--- src/rtl/jkvt_pkg.sv ---
// Package for the JSON key/value tokenizer: result item types, event codes,
// parse phases, register indexes and character constants.
// No dependencies.
`timescale 1ns / 1ps

package jkvt_pkg;

	// Most result items one input byte can cause
	localparam int RES_MAX = 5;
	localparam int RES_IDX_W = $clog2(RES_MAX + 1);

	// Register limits and reset values
	localparam logic [6:0] KEY_SIZE_RST = 7'd20;
	localparam logic [7:0] VALUE_SIZE_RST = 8'd70;
	localparam logic [6:0] KEY_SIZE_MIN = 7'd1;
	localparam logic [6:0] KEY_SIZE_MAX = 7'd64;
	localparam logic [7:0] VALUE_SIZE_MIN = 8'd7;
	localparam logic [7:0] VALUE_SIZE_MAX = 8'd128;

	// Register indexes, decoded from the word address
	localparam logic REG_KEY_SIZE = 1'b0;
	localparam logic REG_VALUE_SIZE = 1'b1;

	// Characters of interest
	localparam logic [7:0] CH_QUOTE = 8'h22;
	localparam logic [7:0] CH_BSLASH = 8'h5C;
	localparam logic [7:0] CH_COLON = 8'h3A;
	localparam logic [7:0] CH_SPACE = 8'h20;
	localparam logic [7:0] CH_DOT = 8'h2E;

	typedef enum logic [2:0] {
		EV_KEY_WR = 3'd0,
		EV_VAL_WR = 3'd1,
		EV_PAIR = 3'd2,
		EV_KEY_OVF = 3'd3,
		EV_BAD_SEP = 3'd4,
		EV_NO_PAIR = 3'd5
	} event_t;

	typedef enum logic [2:0] {
		PH_SEEK = 3'd0,
		PH_KEY = 3'd1,
		PH_SEP = 3'd2,
		PH_VALUE = 3'd3,
		PH_SKIP = 3'd4
	} phase_t;

	// Effective (saturated) buffer sizes
	typedef struct packed {
		logic [6:0] key_size;
		logic [7:0] value_size;
	} cfg_t;

	typedef struct packed {
		event_t ev;
		logic [6:0] idx;
		logic [7:0] data;
		logic [5:0] klen;
		logic [6:0] vlen;
	} res_t;

	// All results of one input byte
	typedef struct packed {
		logic [RES_IDX_W-1:0] cnt;
		res_t [RES_MAX-1:0] ent;
	} bundle_t;

	function automatic res_t make_res(input event_t ev, input logic [6:0] idx,
		input logic [7:0] data, input logic [5:0] klen, input logic [6:0] vlen);
		res_t r;
		r.ev = ev;
		r.idx = idx;
		r.data = data;
		r.klen = klen;
		r.vlen = vlen;
		return r;
	endfunction

endpackage

--- src/rtl/json_key_value_tokenizer_unit.sv ---
// JSON key/value tokenizer, top level: configuration registers, parser and
// result sequencer. Depends on jkvt_pkg, jkvt_cfg_regs, jkvt_parser, jkvt_out_seq.
`timescale 1ns / 1ps

// Takes one text byte per cycle while in_ready is high and reports key/value
// buffer writes, pair completion with lengths, and errors. A byte is parsed in
// the cycle it is accepted and its results (zero to five items) land in the
// result register; they leave one item per cycle while out_ready is high, and
// the next byte is accepted in the same cycle as the last item of the previous
// one; with no output stall, bytes of at most one item run at one byte per
// cycle. A byte causing more items holds the input until its last is taken;
// the worst case is a value truncation at string end (five items). APB writes
// take effect on the next byte; key_size is at byte address 0, value_size at 4.
module json_key_value_tokenizer_unit import jkvt_pkg::*; (
	input  logic        clk,
	input  logic        arst_n,
	input  logic        psel,
	input  logic        penable,
	input  logic        pwrite,
	input  logic [2:0]  paddr,
	input  logic [31:0] pwdata,
	output logic [31:0] prdata,
	output logic        pready,
	input  logic        in_valid,
	output logic        in_ready,
	input  logic [7:0]  data_byte,
	input  logic        end_of_string,
	output logic        out_valid,
	input  logic        out_ready,
	output logic [2:0]  event_res,
	output logic [6:0]  write_index,
	output logic [7:0]  write_byte,
	output logic [5:0]  key_length,
	output logic [6:0]  value_length,
	output logic        last_of_run
);

	cfg_t    cfg;
	bundle_t bundle;

	jkvt_cfg_regs u_cfg (
		.clk     (clk),
		.arst_n  (arst_n),
		.psel    (psel),
		.penable (penable),
		.pwrite  (pwrite),
		.paddr   (paddr),
		.pwdata  (pwdata),
		.prdata  (prdata),
		.pready  (pready),
		.cfg     (cfg)
	);

	jkvt_parser u_parser (
		.clk           (clk),
		.arst_n        (arst_n),
		.cfg           (cfg),
		.accept        (in_valid && in_ready),
		.data_byte     (data_byte),
		.end_of_string (end_of_string),
		.bundle        (bundle)
	);

	jkvt_out_seq u_out (
		.clk          (clk),
		.arst_n       (arst_n),
		.in_valid     (in_valid),
		.in_ready     (in_ready),
		.bundle       (bundle),
		.out_valid    (out_valid),
		.out_ready    (out_ready),
		.event_res    (event_res),
		.write_index  (write_index),
		.write_byte   (write_byte),
		.key_length   (key_length),
		.value_length (value_length),
		.last_of_run  (last_of_run)
	);

endmodule

--- src/rtl/jkvt_cfg_regs.sv ---
// Configuration registers of the tokenizer behind an APB-style port.
// Depends on jkvt_pkg; outputs the saturated buffer sizes.
`timescale 1ns / 1ps

module jkvt_cfg_regs import jkvt_pkg::*; (
	input  logic        clk,
	input  logic        arst_n,
	input  logic        psel,
	input  logic        penable,
	input  logic        pwrite,
	input  logic [2:0]  paddr,
	input  logic [31:0] pwdata,
	output logic [31:0] prdata,
	output logic        pready,
	output cfg_t        cfg
);

	logic [6:0] key_size_q;
	logic [7:0] value_size_q;
	logic       wr_en;

	assign pready = 1'b1;
	assign wr_en = psel && penable && pwrite && pready;

	// Write on the access cycle
	always_ff @(posedge clk or negedge arst_n) begin
		if (!arst_n) begin
			key_size_q <= KEY_SIZE_RST;
			value_size_q <= VALUE_SIZE_RST;
		end else if (wr_en) begin
			if (paddr[2] == REG_KEY_SIZE) begin
				key_size_q <= pwdata[6:0];
			end else begin
				value_size_q <= pwdata[7:0];
			end
		end
	end

	// Read back the raw register values
	always_comb begin
		if (paddr[2] == REG_KEY_SIZE) begin
			prdata = {25'd0, key_size_q};
		end else begin
			prdata = {24'd0, value_size_q};
		end
	end

	// Clamp sizes into their legal ranges
	always_comb begin
		priority if (key_size_q < KEY_SIZE_MIN) begin
			cfg.key_size = KEY_SIZE_MIN;
		end else if (key_size_q > KEY_SIZE_MAX) begin
			cfg.key_size = KEY_SIZE_MAX;
		end else begin
			cfg.key_size = key_size_q;
		end
		priority if (value_size_q < VALUE_SIZE_MIN) begin
			cfg.value_size = VALUE_SIZE_MIN;
		end else if (value_size_q > VALUE_SIZE_MAX) begin
			cfg.value_size = VALUE_SIZE_MAX;
		end else begin
			cfg.value_size = value_size_q;
		end
	end

endmodule

--- src/rtl/jkvt_parser.sv ---
// Parse state of the tokenizer and the single-pass logic that turns one
// accepted byte into its bundle of result items. Depends on jkvt_pkg.
`timescale 1ns / 1ps

module jkvt_parser import jkvt_pkg::*; (
	input  logic       clk,
	input  logic       arst_n,
	input  cfg_t       cfg,
	input  logic       accept,
	input  logic [7:0] data_byte,
	input  logic       end_of_string,
	output bundle_t    bundle
);

	phase_t      phase_q, phase_d;
	logic        esc_q, esc_d;
	logic [5:0]  kc_q, kc_d;
	logic [6:0]  vc_q, vc_d;
	logic [39:0] rec_q, rec_d;
	logic        drain_q, drain_d;

	logic                 err, done;
	logic                 do_key, do_val, val_chk, do_pair, do_badsep;
	logic                 key_room, val_room;
	logic [7:0]           vs_m2, vs_m3, vs_m4, vs_m5;
	logic [RES_IDX_W-1:0] n;
	res_t [RES_MAX-1:0]   ent;

	assign key_room = {1'b0, kc_q} < (cfg.key_size - 7'd1);
	assign val_room = {1'b0, vc_q} < (cfg.value_size - 8'd1);
	assign vs_m2 = cfg.value_size - 8'd2;
	assign vs_m3 = cfg.value_size - 8'd3;
	assign vs_m4 = cfg.value_size - 8'd4;
	assign vs_m5 = cfg.value_size - 8'd5;

	// Next state and result items for the byte at the input
	always_comb begin
		phase_d = phase_q;
		esc_d = esc_q;
		kc_d = kc_q;
		vc_d = vc_q;
		rec_d = rec_q;
		drain_d = drain_q;
		err = 1'b0;
		done = 1'b0;
		do_key = 1'b0;
		do_val = 1'b0;
		val_chk = 1'b0;
		do_pair = 1'b0;
		do_badsep = 1'b0;
		n = '0;
		ent = '0;

		if (!drain_q) begin
			// Classify the byte by phase
			unique case (phase_q)
				PH_KEY: begin
					if (esc_q) begin
						do_key = 1'b1;
						esc_d = 1'b0;
					end else if (data_byte == CH_QUOTE) begin
						phase_d = PH_SEP;
					end else if (data_byte == CH_BSLASH) begin
						esc_d = 1'b1;
					end else begin
						do_key = 1'b1;
					end
				end
				PH_SEP: begin
					if (data_byte == CH_QUOTE) begin
						phase_d = PH_VALUE;
						esc_d = 1'b0;
						vc_d = '0;
						rec_d = '0;
					end else if (data_byte != CH_COLON && data_byte != CH_SPACE) begin
						do_badsep = 1'b1;
					end
				end
				PH_VALUE: begin
					if (esc_q) begin
						do_val = 1'b1;
						esc_d = 1'b0;
					end else if (data_byte == CH_QUOTE) begin
						do_pair = 1'b1;
					end else begin
						if (data_byte == CH_BSLASH) begin
							esc_d = 1'b1;
						end
						do_val = 1'b1;
						val_chk = 1'b1;
					end
				end
				PH_SKIP: begin
					if (esc_q) begin
						esc_d = 1'b0;
					end else if (data_byte == CH_QUOTE) begin
						do_pair = 1'b1;
					end else if (data_byte == CH_BSLASH) begin
						esc_d = 1'b1;
					end
				end
				default: begin
					if (data_byte == CH_QUOTE) begin
						phase_d = PH_KEY;
						esc_d = 1'b0;
						kc_d = '0;
						vc_d = '0;
						rec_d = '0;
					end else begin
						phase_d = PH_SEEK;
					end
				end
			endcase

			// Store a key byte or flag key overflow
			if (do_key) begin
				if (key_room) begin
					ent[n] = make_res(EV_KEY_WR, {1'b0, kc_q}, data_byte, 6'd0, 7'd0);
					n = n + 1'b1;
					kc_d = kc_q + 6'd1;
				end else begin
					ent[n] = make_res(EV_KEY_OVF, 7'd0, 8'd0, 6'd0, 7'd0);
					n = n + 1'b1;
					err = 1'b1;
				end
			end

			// Store a value byte, or write the truncation dots and skip the rest
			if (do_val) begin
				if (val_room) begin
					ent[n] = make_res(EV_VAL_WR, vc_q, data_byte, 6'd0, 7'd0);
					n = n + 1'b1;
					rec_d = {rec_q[31:0], data_byte};
					vc_d = vc_q + 7'd1;
				end else begin
					ent[n] = make_res(EV_VAL_WR, vs_m2[6:0], CH_DOT, 6'd0, 7'd0);
					n = n + 1'b1;
					ent[n] = make_res(EV_VAL_WR, vs_m3[6:0], CH_DOT, 6'd0, 7'd0);
					n = n + 1'b1;
					ent[n] = make_res(EV_VAL_WR, vs_m4[6:0], CH_DOT, 6'd0, 7'd0);
					n = n + 1'b1;
					// Do not leave a dangling backslash before the dots
					if (val_chk && rec_q[31:24] == CH_BSLASH && rec_q[39:32] != CH_BSLASH) begin
						ent[n] = make_res(EV_VAL_WR, vs_m5[6:0], CH_DOT, 6'd0, 7'd0);
						n = n + 1'b1;
					end
					phase_d = PH_SKIP;
				end
			end

			if (do_pair) begin
				ent[n] = make_res(EV_PAIR, 7'd0, 8'd0, kc_q, vc_q);
				n = n + 1'b1;
				done = 1'b1;
				phase_d = PH_SEEK;
			end

			if (do_badsep) begin
				ent[n] = make_res(EV_BAD_SEP, 7'd0, 8'd0, 6'd0, 7'd0);
				n = n + 1'b1;
				err = 1'b1;
			end

			// Drain the rest of the string after an error
			if (err) begin
				drain_d = 1'b1;
				phase_d = PH_SEEK;
				esc_d = 1'b0;
			end
		end

		// Close the string: report an open value or the missing pair, then clear
		if (end_of_string) begin
			if (!drain_q && !err) begin
				if (phase_d == PH_VALUE || phase_d == PH_SKIP) begin
					ent[n] = make_res(EV_PAIR, 7'd0, 8'd0, kc_d, vc_d);
					n = n + 1'b1;
					done = 1'b1;
				end
				if (!done) begin
					ent[n] = make_res(EV_NO_PAIR, 7'd0, 8'd0, 6'd0, 7'd0);
					n = n + 1'b1;
				end
			end
			phase_d = PH_SEEK;
			esc_d = 1'b0;
			kc_d = '0;
			vc_d = '0;
			rec_d = '0;
			drain_d = 1'b0;
		end
	end

	assign bundle.cnt = n;
	assign bundle.ent = ent;

	// Advance the parse state on each accepted byte
	always_ff @(posedge clk or negedge arst_n) begin
		if (!arst_n) begin
			phase_q <= PH_SEEK;
			esc_q <= 1'b0;
			kc_q <= '0;
			vc_q <= '0;
			rec_q <= '0;
			drain_q <= 1'b0;
		end else if (accept) begin
			phase_q <= phase_d;
			esc_q <= esc_d;
			kc_q <= kc_d;
			vc_q <= vc_d;
			rec_q <= rec_d;
			drain_q <= drain_d;
		end
	end

endmodule

--- src/rtl/jkvt_out_seq.sv ---
// Result register of the tokenizer: holds the bundle of one byte and hands
// its items out one per cycle while out_ready is high. Depends on jkvt_pkg.
`timescale 1ns / 1ps

module jkvt_out_seq import jkvt_pkg::*; (
	input  logic       clk,
	input  logic       arst_n,
	input  logic       in_valid,
	output logic       in_ready,
	input  bundle_t    bundle,
	output logic       out_valid,
	input  logic       out_ready,
	output logic [2:0] event_res,
	output logic [6:0] write_index,
	output logic [7:0] write_byte,
	output logic [5:0] key_length,
	output logic [6:0] value_length,
	output logic       last_of_run
);

	bundle_t              bundle_q;
	logic [RES_IDX_W-1:0] pos_q;
	logic                 valid_q;
	logic                 out_fire, in_fire, load, is_last;
	res_t                 cur;

	assign cur = bundle_q.ent[pos_q];
	assign is_last = (pos_q == bundle_q.cnt - 1'b1);
	assign out_fire = valid_q && out_ready;
	assign in_ready = !valid_q || (out_ready && is_last);
	assign in_fire = in_valid && in_ready;
	assign load = in_fire && (bundle.cnt != '0);

	// Load a new bundle or step through the held one
	always_ff @(posedge clk or negedge arst_n) begin
		if (!arst_n) begin
			valid_q <= 1'b0;
			pos_q <= '0;
		end else if (load) begin
			valid_q <= 1'b1;
			pos_q <= '0;
		end else if (out_fire) begin
			if (is_last) begin
				valid_q <= 1'b0;
			end else begin
				pos_q <= pos_q + 1'b1;
			end
		end
	end

	// Payload needs no reset
	always_ff @(posedge clk) begin
		if (load) begin
			bundle_q <= bundle;
		end
	end

	assign out_valid = valid_q;
	assign event_res = cur.ev;
	assign write_index = cur.idx;
	assign write_byte = cur.data;
	assign key_length = cur.klen;
	assign value_length = cur.vlen;
	assign last_of_run = is_last;

	a_pos_in_bundle: assert property (@(posedge clk) disable iff (!arst_n)
		valid_q |-> (pos_q < bundle_q.cnt))
		else $error("result position past end of bundle");

	a_ready_when_empty: assert property (@(posedge clk) disable iff (!arst_n)
		!valid_q |-> in_ready)
		else $error("input stalled with empty result register");

	a_drop_after_last: assert property (@(posedge clk) disable iff (!arst_n)
		(out_fire && is_last && !load) |=> !valid_q)
		else $error("result register still valid after last item taken");

	a_step_position: assert property (@(posedge clk) disable iff (!arst_n)
		(out_fire && !is_last) |=> (pos_q == $past(pos_q) + 1'b1))
		else $error("result position did not advance");

endmodule

--- config.mk ---
export PLATFORM = sky130hd
export DESIGN_NAME = json_key_value_tokenizer_unit
export DESIGN_NICKNAME = d
export VERILOG_FILES = /design/src/rtl/jkvt_pkg.sv /design/src/rtl/json_key_value_tokenizer_unit.sv /design/src/rtl/jkvt_cfg_regs.sv /design/src/rtl/jkvt_parser.sv /design/src/rtl/jkvt_out_seq.sv
export SDC_FILE = /design/constraint.sdc
export NUM_CORES = 1
export LEC_CHECK = 0
export ABC_AREA = 1
export BUFFER_PORTS_ARGS = -buffer_cell sky130_fd_sc_hd__buf_2
export CAP_MARGIN = 10
export CORE_MARGIN = 5
export CORE_UTILIZATION = 25
export CTS_BUF_LIST = sky130_fd_sc_hd__clkbuf_4
export CTS_CLUSTER_SIZE = 20
export DETAILED_ROUTE_END_ITERATION = 6
export GPL_TIMING_DRIVEN = 0
export PLACE_DENSITY_LB_ADDON = 0.1
export SYNTH_ARGS = -nofsm -noshare
export SYNTH_HDL_FRONTEND = slang
export SYNTH_HIERARCHICAL = 1
export SYNTH_SLANG_ARGS = --single-unit
--- constraint.sdc ---
create_clock -name clk -period 8.05 [get_ports clk]
set_input_delay 1.61 -clock clk [delete_from_list [all_inputs] [get_ports clk]]
set_output_delay 1.61 -clock clk [all_outputs]
set_load 0.01 [all_outputs]
-- Yosys cells after proc, flatten, opt, wreduce, memory -nomap -nowiden
Index checks and enable logic that the tools add are counted.
- bits in registers: 235
- input port bits: 51
- output and inout port bits: 67
- $add $sub $neg: 18
- order comparisons: 23
- equality and inequality tests: 15
- multiplexer cells: 139
- bitwise logic cells: 7
- reduce and logical (&&, ||, !) cells: 36
- operators with widths (kind ; count):
    $mux W155 ; 14
    $bwmux W155 ; 7
    $demux W31 S3 ; 8
    $mux W31 ; 11
    $mux W40 ; 6
    $and A150 B150 Y150 ; 1
    $not A150 Y150 ; 1
    $and A145 B145 Y145 ; 1
    $not A145 Y145 ; 1
    $bmux W31 S3 ; 1
    $mux W3 ; 27
    $mux W7 ; 8
    $mux W1 ; 46
    $lt A3 B4 Y1 const B ; 9
    $mux W6 ; 6
    $mux W30 ; 1
    $add A3 B1 Y3 const B ; 9
    $ge A3 B1 Y1 const B ; 8
    $mux W8 ; 3
    $logic_and A1 B1 Y1 ; 18
    $eq A8 B7 Y1 const B ; 2
    $ne A8 B6 Y1 const B ; 2
    $sub A7 B2 Y7 const B ; 2
    $sub A7 B3 Y7 const B ; 2
    other kinds (33) ; 44

-- Logic depth before layout (Yosys ltp)
Gate-level depths: netlist of the first run.
- depth in word-level cells: 35
- depth in mapped cells: 39
- mapped depth without buffers: 39

-- By module
The synthesis of the first run kept the hierarchy.
- by module, submodules not included (module ; instances ; cells each ; area an instance (µm²) ; seq. area each (µm²)):
    jkvt_out_seq ; 1 ; 451 ; 6314.8 ; 4844.6
    jkvt_parser ; 1 ; 882 ; 6007.0 ; 1451.4
    jkvt_cfg_regs ; 1 ; 147 ; 1072.3 ; 381.6
    json_key_value_tokenizer_unit ; 1 ; 2 ; 7.5 ; 0.0

-- Least setup slack after synthesis of the first run
Ideal clock, no wire load.
- kind: input -> register
- start: input data_byte[7]
- end: register u_out/bundle_q[0] in the netlist's numbering (enable)
- setup time: 441 ps
- arrival: 6671 ps
- data required time: 7609 ps
- slack: 938 ps
- cell stages on the path: 30
- path buffers: 1
- cell sequence: nor2_1 > nand2_1 > nor2_2 > nand3_2 > inv_2 > nor2_2 > clkinv_1 > clkbuf_1 > ha_1 > nand2_1 > nand2_1 > inv_2 > nor2_4 > inv_1 > ha_1 > or2_2 > nand3_2 > inv_1 > ha_1 > inv_1 > nand3_1 > and2_1 > ha_1 > nand3_1 > nand3_1 > nand2_1 > inv_1 > o31a_1 > nand2_2 > inv_2
- RTL lines (element ; RTL line ; text):
    from (decl) ; json_key_value_tokenizer_unit.sv:26 ; input logic [7:0] data_byte,
    to (signal assigned) ; jkvt_out_seq.sv:54 ; bundle_q <= bundle;
    to (decl) ; jkvt_out_seq.sv:21 ; bundle_t bundle_q;

==> metrics.md, run 1 <==
| Metric | Value |
|---|---|
| TNS Setup | 0 ps |
| Max_cap viols | 0 |
| Pleak | slightly below 7 nW |
| Count leader, synth | nand2_1 |
| TritonCTS clock tree | built |
| Syn Area/Cell | 9.04 um^2 |
| Rel. slew slack | 0.153 |
| Final wirelength | roughly 43000 um |
| Setup crit start kind | register |
| Met2 wire len | 19500 um |
| DIE HEIGHT | about 240 um |
| Mapped Area | 13400 um^2 |
| Arr. time, crit path | 7650 ps |
| WS Path Type | reg2reg |
| Initial drt markers | between 600 and 700 |
| GR Util All Layers | 0.146 |
| Pwr dens | roughly 330 nW/um^2 |
| CP startpoint | u_cfg/value_size_q[5]$_DFFE_PN0P_ |
| DRC viols | 0 |
| Max FO, Critical Path | 84 |
| Worst Slack Setup Final | ~800 ps |
| Setup Viol. Count Final | 0 |
| Worst-Margin Slew | about 1300 ps |
| Reg2reg end | u_out/bundle_q[14]$_DFFE_PP_ |
| Initial Util | 0.254 |
| Area grow syn2layout | 17.8% |
| Largest net degree at the start of global routing | 85 |
| First-pass GRT wire length | between 60000 and 70000 um |
| Inserted Clock Buffers | 74 |
| Number of port buffers | 66 |
| Main flop type after synthesis | edfxtp_1 |
| FF-to-FF Start | u_cfg/value_size_q[5]$_DFFE_PN0P_ |
| Post-synth EDFFs | roughly 160 |
| Yosys top cell area share | 0.354 |
| Cell taking the most area after synthesis | edfxtp_1 |
| Hold WS | around 480 ps |
| Detailed placer's ending HPWL | about 32000 um |
| Max IR drop VDD | 0.000150 V |
| Initial antenna violation count | 2 |
| Row cnt | between 80 and 90 |
| Pre-CTS setup slack | 639 ps |
| Post-Syn Instances | roughly 1500 |
| Die X | 242 um |
| Post-CTS Setup Repair Bufs | 0 |
| Routed WL per cell | 17.9 um |
| Metal-1 WL | roughly 21000 um |
| Setup Skew | 54.0 ps |
| Number of global-route vias before repair | 10900 |
| Die area | around 58000 um^2 |
| Setup crit end | u_out/bundle_q[14]$_DFFE_PP_ |
| Num ports | around 120 |
| R2R Setup Slk | 800 ps |
| Fill cell count | between 5000 and 6000 |
| Design Area, Final | between 15000 and 20000 um^2 |
| CTS resizes | 0 |
| Clock latency at the later pin of the worst-skew pair | ~800 ps |
| Detailed-route via count | approximately 11000 |
| Met3 WL | 1970 um |
| Sequential fraction of the synthesis area | 0.498 |
| Hold_buf cts | 0 |
| Slew Limit Fails | 0 |
| Element type at the critical path end | register |
| DR top layer | met4 |
| Minimum clock period after layout | 7250 ps |
| Layout cells sized above 1 | 0.213 |
| Total grt overflow | 0 |
| Final period utilization | 0.901 |
| Slowest-stage cell, CP | a21oi_1 |
| Area after DPL | roughly 15000 um^2 |
| FF+latch count, synth | ~240 |
| Cell variety after synth | between 50 and 60 |
| RSZ-0062 raised after global routing | false |
| NumNets Final | around 1800 |
| Crit-path most repeated cell | nand2_1 |
| Commonest cells in the netlist | nand2_1, edfxtp_1, inv_1, nor2_1, nand3_1 |
| Vias per inst | approximately 4.5 |
| CTS Sinks | around 240 |
| FF-to-FF path depth | 36 |
| Min-Delay Path Depth | 2 |
| CTS Buffer Depth | 3 |
| FMAX | ~140 MHz |
| Synth top area cells | edfxtp_1, dfrtp_1, nand2_1 |
| Async SR Flop Fraction | 0.328 |
| Reg clk slew, reported paths | 60 ps |
| WP data required | around 8500 ps |
| 1st-pass router iterations | 5 |
| Crit path largest cell delay | 710 ps |
| Worst Hold Class | reg2reg |
| Placeable Area | between 50000 and 60000 um^2 |
| Placer Congestion | 0.834 |
| DRT antenna net count | 0 |
| Root Buffer | clkbuf_4 |
| H-tree levels | 3 |
| Hold Fails Final Rpt | 0 |
| Status | complete, no violations |
| Yosys warns | 6 |
==> metal layers <==
metal	up-vias	track usage
met2	244	0.229
met3	61	0.0307
met4	0	0.0504
met5	-	0
li1	5369	-
met1	5150	0.202
==> final cells by class <==
class                           instances  area [um^2]  share of cell area
Buffer                                132          812              0.0514
Clock inverter                         16          151             0.00959
Sequential cell                       235         6680               0.423
Antenna cell                            2         5.00            0.000317
Timing Repair Buffer                   68          388              0.0246
Inverter                              155          589              0.0373
Clock buffer                          106          796              0.0504
Tap cell                              688          861              0.0545
Multi-Input combinational cell       1007         5510               0.349
==> critical path, delay by kind of cell, from the launching register on <==
family,cells,cell delay (ps)
xor+xnor,1,140
compound gates,2,870
simple gates,19,2250
buf+inv,9,1620
fa+ha+maj,5,1470
flops,1,420
==> cells by family after synthesis <==
logic type                 count (synthesis)  synth area share
buffers and inverters                    287             0.104
AOI/OAI and AO/OA                        258             0.131
xor gates and xnor gates                  33            0.0221
adders and majority gates                 35            0.0327
other                                      3          0.000840
and+or+nand+nor                          631             0.211
DFF                                      235             0.498
==> flip-flops by register name, indices dropped and copies added (netlist names) <==
| signal | cells |
|---|---|
| u_out/bundle_q | 158 |
| u_out/pos_q | 3 |
| u_parser/kc_q | 6 |
| u_out/out_valid | 1 |
| u_cfg/key_size_q | 7 |
| u_parser/phase_q | 3 |
| u_parser/rec_q | 40 |
| u_parser/esc_q | 1 |
| u_cfg/value_size_q | 8 |
| u_parser/vc_q | 7 |
| u_parser/drain_q | 1 |
==> power by group <==
part           leakage, nW  switching (W)  total [W]  internal, W
Sequential            2.52       0.000142    0.00178      0.00164
Clock                0.550       0.000558    0.00125     0.000694
Combinational         3.73        0.00154    0.00225     0.000717
==> how the worst min path moves through the flow <==
| stage | endpoint | slack (ps) | start |
|---|---|---|---|
| after global routing | u_cfg/key_size_q[2]$_DFFE_PN1P_ | 500 | u_cfg/key_size_q[2]$_DFFE_PN1P_ |
| after global placement | u_cfg/key_size_q[4]$_DFFE_PN1P_ | 480 | u_cfg/key_size_q[4]$_DFFE_PN1P_ |
| after floorplan | u_cfg/key_size_q[4]$_DFFE_PN1P_ | 460 | u_cfg/key_size_q[4]$_DFFE_PN1P_ |
| final | u_cfg/key_size_q[4]$_DFFE_PN1P_ | 480 | u_cfg/key_size_q[4]$_DFFE_PN1P_ |
| after CTS | u_cfg/key_size_q[4]$_DFFE_PN1P_ | 480 | u_cfg/key_size_q[4]$_DFFE_PN1P_ |
| after detailed placement | u_cfg/key_size_q[4]$_DFFE_PN1P_ | 470 | u_cfg/key_size_q[4]$_DFFE_PN1P_ |
==> per-stage QoR <==
step,power [W],utilization,cells
after floorplan,0.00326,-,1529
final,0.00529,0.299,2409
after global routing,0.00571,0.299,2409
after detailed placement,0.00410,0.281,2285
after CTS,0.00540,0.299,2407
after global placement,0.00410,0.279,2283
==> cell usage in the layout (no fill, tap or decap), types with 4 or more instances in the layout <==
master	n
nand4_1	8
buf_2	90
o31ai_1	4
dfrtp_1	72
a21oi_1	43
buf_4	65
o21ai_0	63
nor2_4	8
a2111oi_0	5
nor4_1	7
clkinv_1	13
nor3_1	14
o22ai_2	10
clkbuf_1	37
conb_1	50
xor2_1	28
ha_1	35
nand2_1	324
nand3_4	4
clkbuf_4	106
nand2_2	11
nor2_2	6
inv_1	133
xnor2_1	4
dfstp_2	5
o22ai_1	31
nand3_1	98
buf_6	6
o21ai_1	12
a32o_1	31
a22oi_1	32
o21ai_2	10
inv_2	18
nor2_1	133
edfxtp_1	158
(Power assumes the default switching activity.)
==> run 2: changes to the inputs <==
Settings changed: ABC_AREA 1 to unset.
==> metrics.md, run 2 <==
| Metric | Value |
|---|---|
| Status | complete, no violations (unchanged) |
| Total grt overflow | 0 (unchanged) |
| Largest Register | u_out/bundle_q (unchanged) |
| Post-CTS Setup Repair Bufs | 0 (unchanged) |
| Area after DPL | 13900 um^2 (was 14800 um^2) |
| GR Util All Layers | 0.136 (was 0.146) |
| Non-filler instance count after layout | 1935 (was 2409) |
| Post-synth EDFFs | 158 (unchanged) |
| Number of port buffers | 64 (was 66) |
| Cell variety after synth | 83 (was 59) |
| Commonest non-fill, non-tap cell in the layout | edfxtp_1 (was nand2_1) |
| Regs by FF count | u_out/bundle_q: 158 flops, u_parser/rec_q: 40 flops, u_cfg/value_size_q: 8 flops (unchanged) |
| Setup crit start kind | register (unchanged) |
| Largest net degree at the start of global routing | 56 (was 85) |
| Min-Delay Path Depth | 1 (was 2) |
| Utilization after layout | 0.302 (was 0.299) |
| Most frequent cells in the layout | edfxtp_1, clkbuf_4, nor2_1, buf_2, a22o_1 (was nand2_1, edfxtp_1, inv_1, nor2_1, clkbuf_4) |
| Yosys top cell area share | 0.381 (was 0.354) |
| Detailed placer's ending HPWL | 25900 um (was 31600 um) |
| FF-to-FF Start | u_cfg/value_size_q[3]$_DFFE_PN0P_ (was u_cfg/value_size_q[5]$_DFFE_PN0P_) |
| Setup Viol. Count Final | 0 (unchanged) |
| Design Area, Final | 14800 um^2 (was 15800 um^2) |
| DRT antenna net count | 0 (unchanged) |
| Initial drt markers | 527 (was 637) |
| R2R Setup Slk | 460 ps (was 800 ps) |
| Setup Skew | 46.6 ps (was 54.0 ps) |
| Max IR drop VDD | 0.000105 V (was 0.000150 V) |
| Final wirelength | 36300 um (was 43000 um) |
| Minimum clock period after layout | 7590 ps (was 7250 ps) |
| Fill cell count | 5146 (was 5725) |
| Element type at the critical path end | register (unchanged) |
| Worst Hold Class | reg2reg (unchanged) |
| TNS Setup | 0 ps (unchanged) |
| Cells after DPL | 1810 (was 2285) |
| Worst-Margin Slew | 1100 ps (was 1260 ps) |
| RSZ-0062 raised after global routing | false (unchanged) |
| Yosys warns | 6 (unchanged) |
| Sequential fraction of the synthesis area | 0.537 (was 0.498) |
| Root Buffer | clkbuf_4 (unchanged) |
| Setup crit end | u_out/bundle_q[104]$_DFFE_PP_ (was u_out/bundle_q[14]$_DFFE_PP_) |
| FF+latch count, synth | 235 (unchanged) |
| Vias per inst | 4.50 (was 4.49) |
| Max FO, Critical Path | 55 (was 84) |
| Arr. time, crit path | 8010 ps (was 7650 ps) |
| 1st-pass router iterations | 5 (unchanged) |
| Routed WL per cell | 18.8 um (was 17.9 um) |
| Clock latency at the later pin of the worst-skew pair | 760 ps (was 800 ps) |
| Hold Fails Final Rpt | 0 (unchanged) |
| Area grow syn2layout | 19.1% (was 17.8%) |
| Slew Limit Fails | 0 (unchanged) |
| Num ports | 118 (unchanged) |
| Main flop type after synthesis | edfxtp_1 (unchanged) |
| Placer Congestion | 0.826 (was 0.834) |
| Number of global-route vias before repair | 8943 (was 10900) |
| Rel. slew slack | 0.268 (was 0.153) |
| CTS Buffer Depth | 3 (unchanged) |
| Die area | 54300 um^2 (was 58300 um^2) |
| Initial Util | 0.254 (about the same) |
| WS Path Type | reg2reg (unchanged) |
| FF-to-FF path depth | 26 (was 36) |
| NumNets Final | 1307 (was 1759) |
| Reg2reg end | u_out/bundle_q[104]$_DFFE_PP_ (was u_out/bundle_q[14]$_DFFE_PP_) |
| H-tree levels | 3 (unchanged) |
| DIE HEIGHT | 233 um (was 242 um) |
| Syn Area/Cell | 12.1 um^2 (was 9.04 um^2) |
| Max_cap viols | 0 (unchanged) |
| Async SR Flop Fraction | 0.328 (unchanged) |
| Layout cells sized above 1 | 0.280 (was 0.213) |
| DRC viols | 0 (unchanged) |
| Hold_buf cts | 0 (unchanged) |
| CP startpoint | u_cfg/value_size_q[3]$_DFFE_PN0P_ (was u_cfg/value_size_q[5]$_DFFE_PN0P_) |
| Cell taking the most area after synthesis | edfxtp_1 (unchanged) |
| Final period utilization | 0.943 (was 0.901) |
| Synth top area cells | edfxtp_1, dfrtp_1, mux4_2 (was edfxtp_1, dfrtp_1, nand2_1) |
| CTS Sinks | 235 (unchanged) |
| Max reg flops | 158 (unchanged) |
| Initial antenna violation count | 2 (unchanged) |
| Detailed-route via count | 8699 (was 10800) |
| Die X | 233 um (was 242 um) |
| First-pass GRT wire length | 56300 um (was 66700 um) |
| FMAX | 132 MHz (was 138 MHz) |
| Count leader, synth | edfxtp_1 (was nand2_1) |
| Commonest cells in the netlist | edfxtp_1, nor2_1, a22o_1 (was nand2_1, edfxtp_1, inv_1, nor2_1, nand3_1) |
| Inserted Clock Buffers | 71 (was 74) |
| Hold WS | 496 ps (was 479 ps) |
| Reg clk slew, reported paths | 60 ps (about the same) |
| Row cnt | 81 (was 84) |
| Pwr dens | 319 nW/um^2 (was 335 nW/um^2) |
| TritonCTS clock tree | built (unchanged) |
| Mapped Area | 12400 um^2 (was 13400 um^2) |
| Post-Syn Instances | 1032 (was 1482) |
| WP data required | 8470 ps (was 8450 ps) |
| Placeable Area | 49100 um^2 (was 52900 um^2) |
| Pleak | 6.02 nW (was 6.79 nW) |
==> run 2: cell types whose count changed after synthesis, sizes merged, moves of 14 or more <==
cell / before / now
a22o: 0 / 73
a22oi: 32 / 4
a32o: 31 / 3
buf: 95 / 81
inv: 152 / 49
mux2: 0 / 23
mux4: 0 / 31
nand2: 338 / 44
nand3: 105 / 21
nor2: 148 / 99
o21ai: 85 / 24
xnor2: 5 / 21
xor2: 28 / 9
==> run 2: worst max-delay path: stages, from the launching register on <==
cell and delay (ps):
dfrtp_1 430, or4_4 540, a21oi_2 350, clkbuf_2 290, inv_1 200, ha_1 240
a21boi_1 380, nand2_1 120, xor2_1 160, ha_1 320, nand4_1 100, a21oi_1 300
o22a_1 200, buf_2 220, clkbuf_2 260, and3_1 190, ha_1 220, o221a_2 350
ha_1 320, mux2_2 270, ha_1 200, nand4_1 70, o211ai_1 130, xnor2_1 420
o31ai_4 140, and2b_4 490, buf_16 300
==> run 2: worst min path at each step <==
stage | start | end | slack [ps]
after floorplan | u_parser/rec_q[36]$_DFFE_PN0P_ | u_parser/rec_q[36]$_DFFE_PN0P_ | 460
after global placement | u_parser/rec_q[0]$_DFFE_PN0P_ | u_parser/rec_q[0]$_DFFE_PN0P_ | 480
after detailed placement | u_parser/rec_q[36]$_DFFE_PN0P_ | u_parser/rec_q[36]$_DFFE_PN0P_ | 480
after CTS | u_parser/rec_q[36]$_DFFE_PN0P_ | u_parser/rec_q[36]$_DFFE_PN0P_ | 500
after global routing | u_parser/rec_q[33]$_DFFE_PN0P_ | u_parser/rec_q[33]$_DFFE_PN0P_ | 520
final | u_parser/rec_q[36]$_DFFE_PN0P_ | u_parser/rec_q[36]$_DFFE_PN0P_ | 500
==> run 2: where the power goes <==
group | switching, W | internal, W | total [W]
Combinational | 0.00112 | 0.000739 | 0.00186
Sequential | 0.000138 | 0.00154 | 0.00168
Clock | 0.000528 | 0.000662 | 0.00119
Total | 0.00179 | 0.00294 | 0.00473
==> run 2: area by class of cell <==
type | instances | area (um^2) | area share
flip-flops and latches | 235 | 6680 | 0.451
diodes | 1 | 2.50 | 0.000169
well taps | 664 | 831 | 0.0561
clock inverters | 9 | 61.3 | 0.00414
multi-input cells | 677 | 5090 | 0.343
repair buffers | 67 | 405 | 0.0274
plain buffers | 119 | 713 | 0.0481
clock buffers | 113 | 848 | 0.0573
inverters | 50 | 188 | 0.0127
==> run 2: cells by family (layout without fill, tap and decap cells) <==
group                    count (synthesis)  after routing  share of synthesized area
multiplexers                            56             56                     0.0807
buffers and inverters                  169            358                     0.0722
XOR/XNOR                                31             31                     0.0230
AND/OR/NAND/NOR                        270            272                      0.114
flip-flops                             235            235                      0.537
adder cells (fa/ha/maj)                 35             35                     0.0352
AO/OA/AOI/OAI                          233            233                      0.137
other                                    3             51                   0.000905
==> run 2: repair_timing <==
item                       4_1_cts  5_1_grt
gates resized for setup          3        8
setup endpoints to repair      158      158
gates cloned                     2        0
pin swaps                        0        0
==> run 2: stage by stage <==
step / setup slack, ps / total power, W
2_1_floorplan: 53.2 / 0.00293
3_3_place_gp: -2200 / 0.00357
3_5_place_dp: -411 / 0.00357
4_1_cts: 89.5 / 0.00482
5_1_grt: 16.2 / 0.00508
6_report: 460 / 0.00473
==> run 2: per-layer routing <==
metal  routed length [um]  up-vias  GRT usage  part of all wire
met3                 1510       51     0.0306             0.042
met2                16400      173      0.206              0.45
met1                17600     4276      0.191              0.49
li1                     -     4197          -                 -
met4                  788        2     0.0489             0.022
met5                   13        -          0           0.00036
==> run 3: changes to the inputs <==
Settings changed: RECOVER_POWER set to 50.
==> metrics.md, run 3 (synthesized netlist as in run 2, its figures left out) <==
| Metric | Value |
|---|---|
| Die X | 233 um (unchanged) |
| Worst-Margin Slew | 2970 ps (was 1100 ps) |
| Initial Util | 0.254 (unchanged) |
| Inserted Clock Buffers | 71 (unchanged) |
| TritonCTS clock tree | built (unchanged) |
| Pleak | 5.80 nW (was 6.02 nW) |
| Number of global-route vias before repair | 8943 (unchanged) |
| H-tree levels | 3 (unchanged) |
| Setup Viol. Count Final | 0 (unchanged) |
| Detailed placer's ending HPWL | 25900 um (unchanged) |
| Slew Limit Fails | 80 (was 0) |
| Violated checks | capacitance limit, slew limit |
| Rel. slew slack | -0.982 (was 0.268) |
| Placer Congestion | 0.826 (unchanged) |
| Row cnt | 81 (unchanged) |
| Worst Hold Class | reg2reg (unchanged) |
| First-pass GRT wire length | 56300 um (unchanged) |
| WS Path Type | reg2reg (unchanged) |
| Max IR drop VDD | 0.000105 V (about the same) |
| Max reg flops | 158 (unchanged) |
| DRT antenna net count | 0 (unchanged) |
| Root Buffer | clkbuf_4 (unchanged) |
| Layout cells sized above 1 | 0.235 (was 0.280) |
| Initial antenna violation count | 2 (unchanged) |
| Detailed-route via count | 8674 (was 8699) |
| Area grow syn2layout | 17.8% (was 19.1%) |
| 1st-pass router iterations | 4 (was 5) |
| Total Power | 0.00468 W (was 0.00473 W) |
| Total grt overflow | 0 (unchanged) |
| Most frequent cells in the layout | edfxtp_1, clkbuf_4, nor2_1, clkbuf_1, a22o_1 (was edfxtp_1, clkbuf_4, nor2_1, buf_2, a22o_1) |
| Placeable Area | 49100 um^2 (unchanged) |
| Num ports | 118 (unchanged) |
| WP data required | 8460 ps (was 8470 ps) |
| Reg clk slew, reported paths | 60 ps (about the same) |
| Hold_buf cts | 0 (unchanged) |
| Max FO, Critical Path | 55 (unchanged) |
| CTS Buffer Depth | 3 (unchanged) |
| Post-CTS Setup Repair Bufs | 0 (unchanged) |
| Number of port buffers | 64 (unchanged) |
| Non-filler instance count after layout | 1935 (unchanged) |
| DIE HEIGHT | 233 um (unchanged) |
| TNS Setup | 0 ps (unchanged) |
| Die area | 54300 um^2 (unchanged) |
| Largest Register | u_out/bundle_q (unchanged) |
| Vias per inst | 4.48 (was 4.50) |
| CTS Sinks | 235 (unchanged) |
| Worst Slack Setup Final | 469 ps (was 460 ps) |
| Regs by FF count | u_out/bundle_q: 158 flops, u_parser/rec_q: 40 flops, u_cfg/value_size_q: 8 flops (unchanged) |
| Cells after DPL | 1810 (unchanged) |
| Arr. time, crit path | 7990 ps (was 8010 ps) |
| NumNets Final | 1307 (unchanged) |
| Setup crit start kind | register (unchanged) |
| Minimum clock period after layout | 7580 ps (was 7590 ps) |
| Final period utilization | 0.942 (was 0.943) |
| DRC viols | 0 (unchanged) |
| Routed WL per cell | 18.8 um (about the same) |
| Clock latency at the later pin of the worst-skew pair | 760 ps (about the same) |
| Setup Skew | 49.2 ps (was 46.6 ps) |
| Pwr dens | 320 nW/um^2 (was 319 nW/um^2) |
| Hold Fails Final Rpt | 0 (unchanged) |
| Utilization after layout | 0.299 (was 0.302) |
| Initial drt markers | 507 (was 527) |
| RSZ-0062 raised after global routing | false (unchanged) |
| Final wirelength | 36400 um (was 36300 um) |
| Pre-CTS setup slack | -411 ps (unchanged) |
| Status | complete, but fails checks (was complete, no violations) |
| R2R Setup Slk | 470 ps (was 460 ps) |
| FMAX | 132 MHz (about the same) |
| Commonest non-fill, non-tap cell in the layout | edfxtp_1 (unchanged) |
| Element type at the critical path end | register (unchanged) |
| GR Util All Layers | 0.136 (unchanged) |
| Largest net degree at the start of global routing | 56 (unchanged) |
| Max_cap viols | 2 (was 0) |
-- run 3: cell count changes in the layout (fill, tap and decap cells not counted), sizes merged --
cell | previous run | this run
buf | 147 | 99
clkbuf | 152 | 200
-- run 3: repair_timing --
item	in CTS	in global routing
cloned	2	0
endpoints found under the setup margin	158	158
resized for setup	3	8
hold endpoints to repair	0	0
-- run 3: worst max-delay path: stages, from the launching register on --
cell and delay [ps]:
dfrtp_1 430, or4_4 530, a21oi_2 350, clkbuf_2 290, inv_1 200, ha_1 240
clkbuf_1 210, nand2_1 180, a21oi_1 80, xnor2_1 140, ha_1 350, nand4_1 100
a21oi_1 300, o22a_1 200, buf_2 210, clkbuf_2 250, and3_1 190, ha_1 220
o221a_2 350, ha_1 320, mux2_2 270, ha_1 190, nand4_1 70, o211ai_1 130
xnor2_1 420, o31ai_4 140, and2b_4 490, buf_16 300
-- run 3: area by class of cell --
| class | count | area (um^2) |
|---|---|---|
| clock buffers | 113 | 848 |
| diodes | 1 | 2.50 |
| clock inverters | 9 | 61.3 |
| repair buffers | 67 | 329 |
| multi-input cells | 677 | 5020 |
| well taps | 664 | 831 |
| flip-flops and latches | 235 | 6680 |
| fillers | 5170 | 34400 |
| inverters | 50 | 188 |
| plain buffers | 119 | 701 |
-- run 3: worst paths after layout --
path | end | depth (start not counted) | start
max | u_out/bundle_q[104]$_DFFE_PP_ | 27 | u_cfg/value_size_q[3]$_DFFE_PN0P_
min | u_parser/rec_q[36]$_DFFE_PN0P_ | 1 | u_parser/rec_q[36]$_DFFE_PN0P_
max reg2reg | u_out/bundle_q[104]$_DFFE_PP_ | 27 | u_cfg/value_size_q[3]$_DFFE_PN0P_
min reg2reg | u_parser/rec_q[36]$_DFFE_PN0P_ | 1 | u_parser/rec_q[36]$_DFFE_PN0P_
max in group asynchronous | u_out/pos_q[2]$_DFFE_PN0P_ | 2 | arst_n
min in group asynchronous | u_parser/rec_q[8]$_DFFE_PN0P_ | 1 | arst_n
-- run 3: power by group --
| part | switching, W | internal [W] |
|---|---|---|
| Combinational | 0.00112 | 0.000696 |
| Sequential | 0.000138 | 0.00154 |
| Clock | 0.000529 | 0.000662 |
| Total | 0.00178 | 0.00290 |
-- run 3: routing by layer --
metal	track usage	routed length [um]	vias up	part of all wire
li1	-	-	4200	-
met1	0.191	17700	4244	0.49
met2	0.206	16400	179	0.45
met3	0.0306	1560	49	0.043
met4	0.0489	755	2	0.021
met5	0	13	-	0.00036
-- run 3: per-stage QoR --
step	hold WS (ps)	instance area, um^2
after floorplan	457	12600
after global placement	483	13800
after detailed placement	481	13900
after CTS	500	14800
after global routing	516	14700
final	496	14700
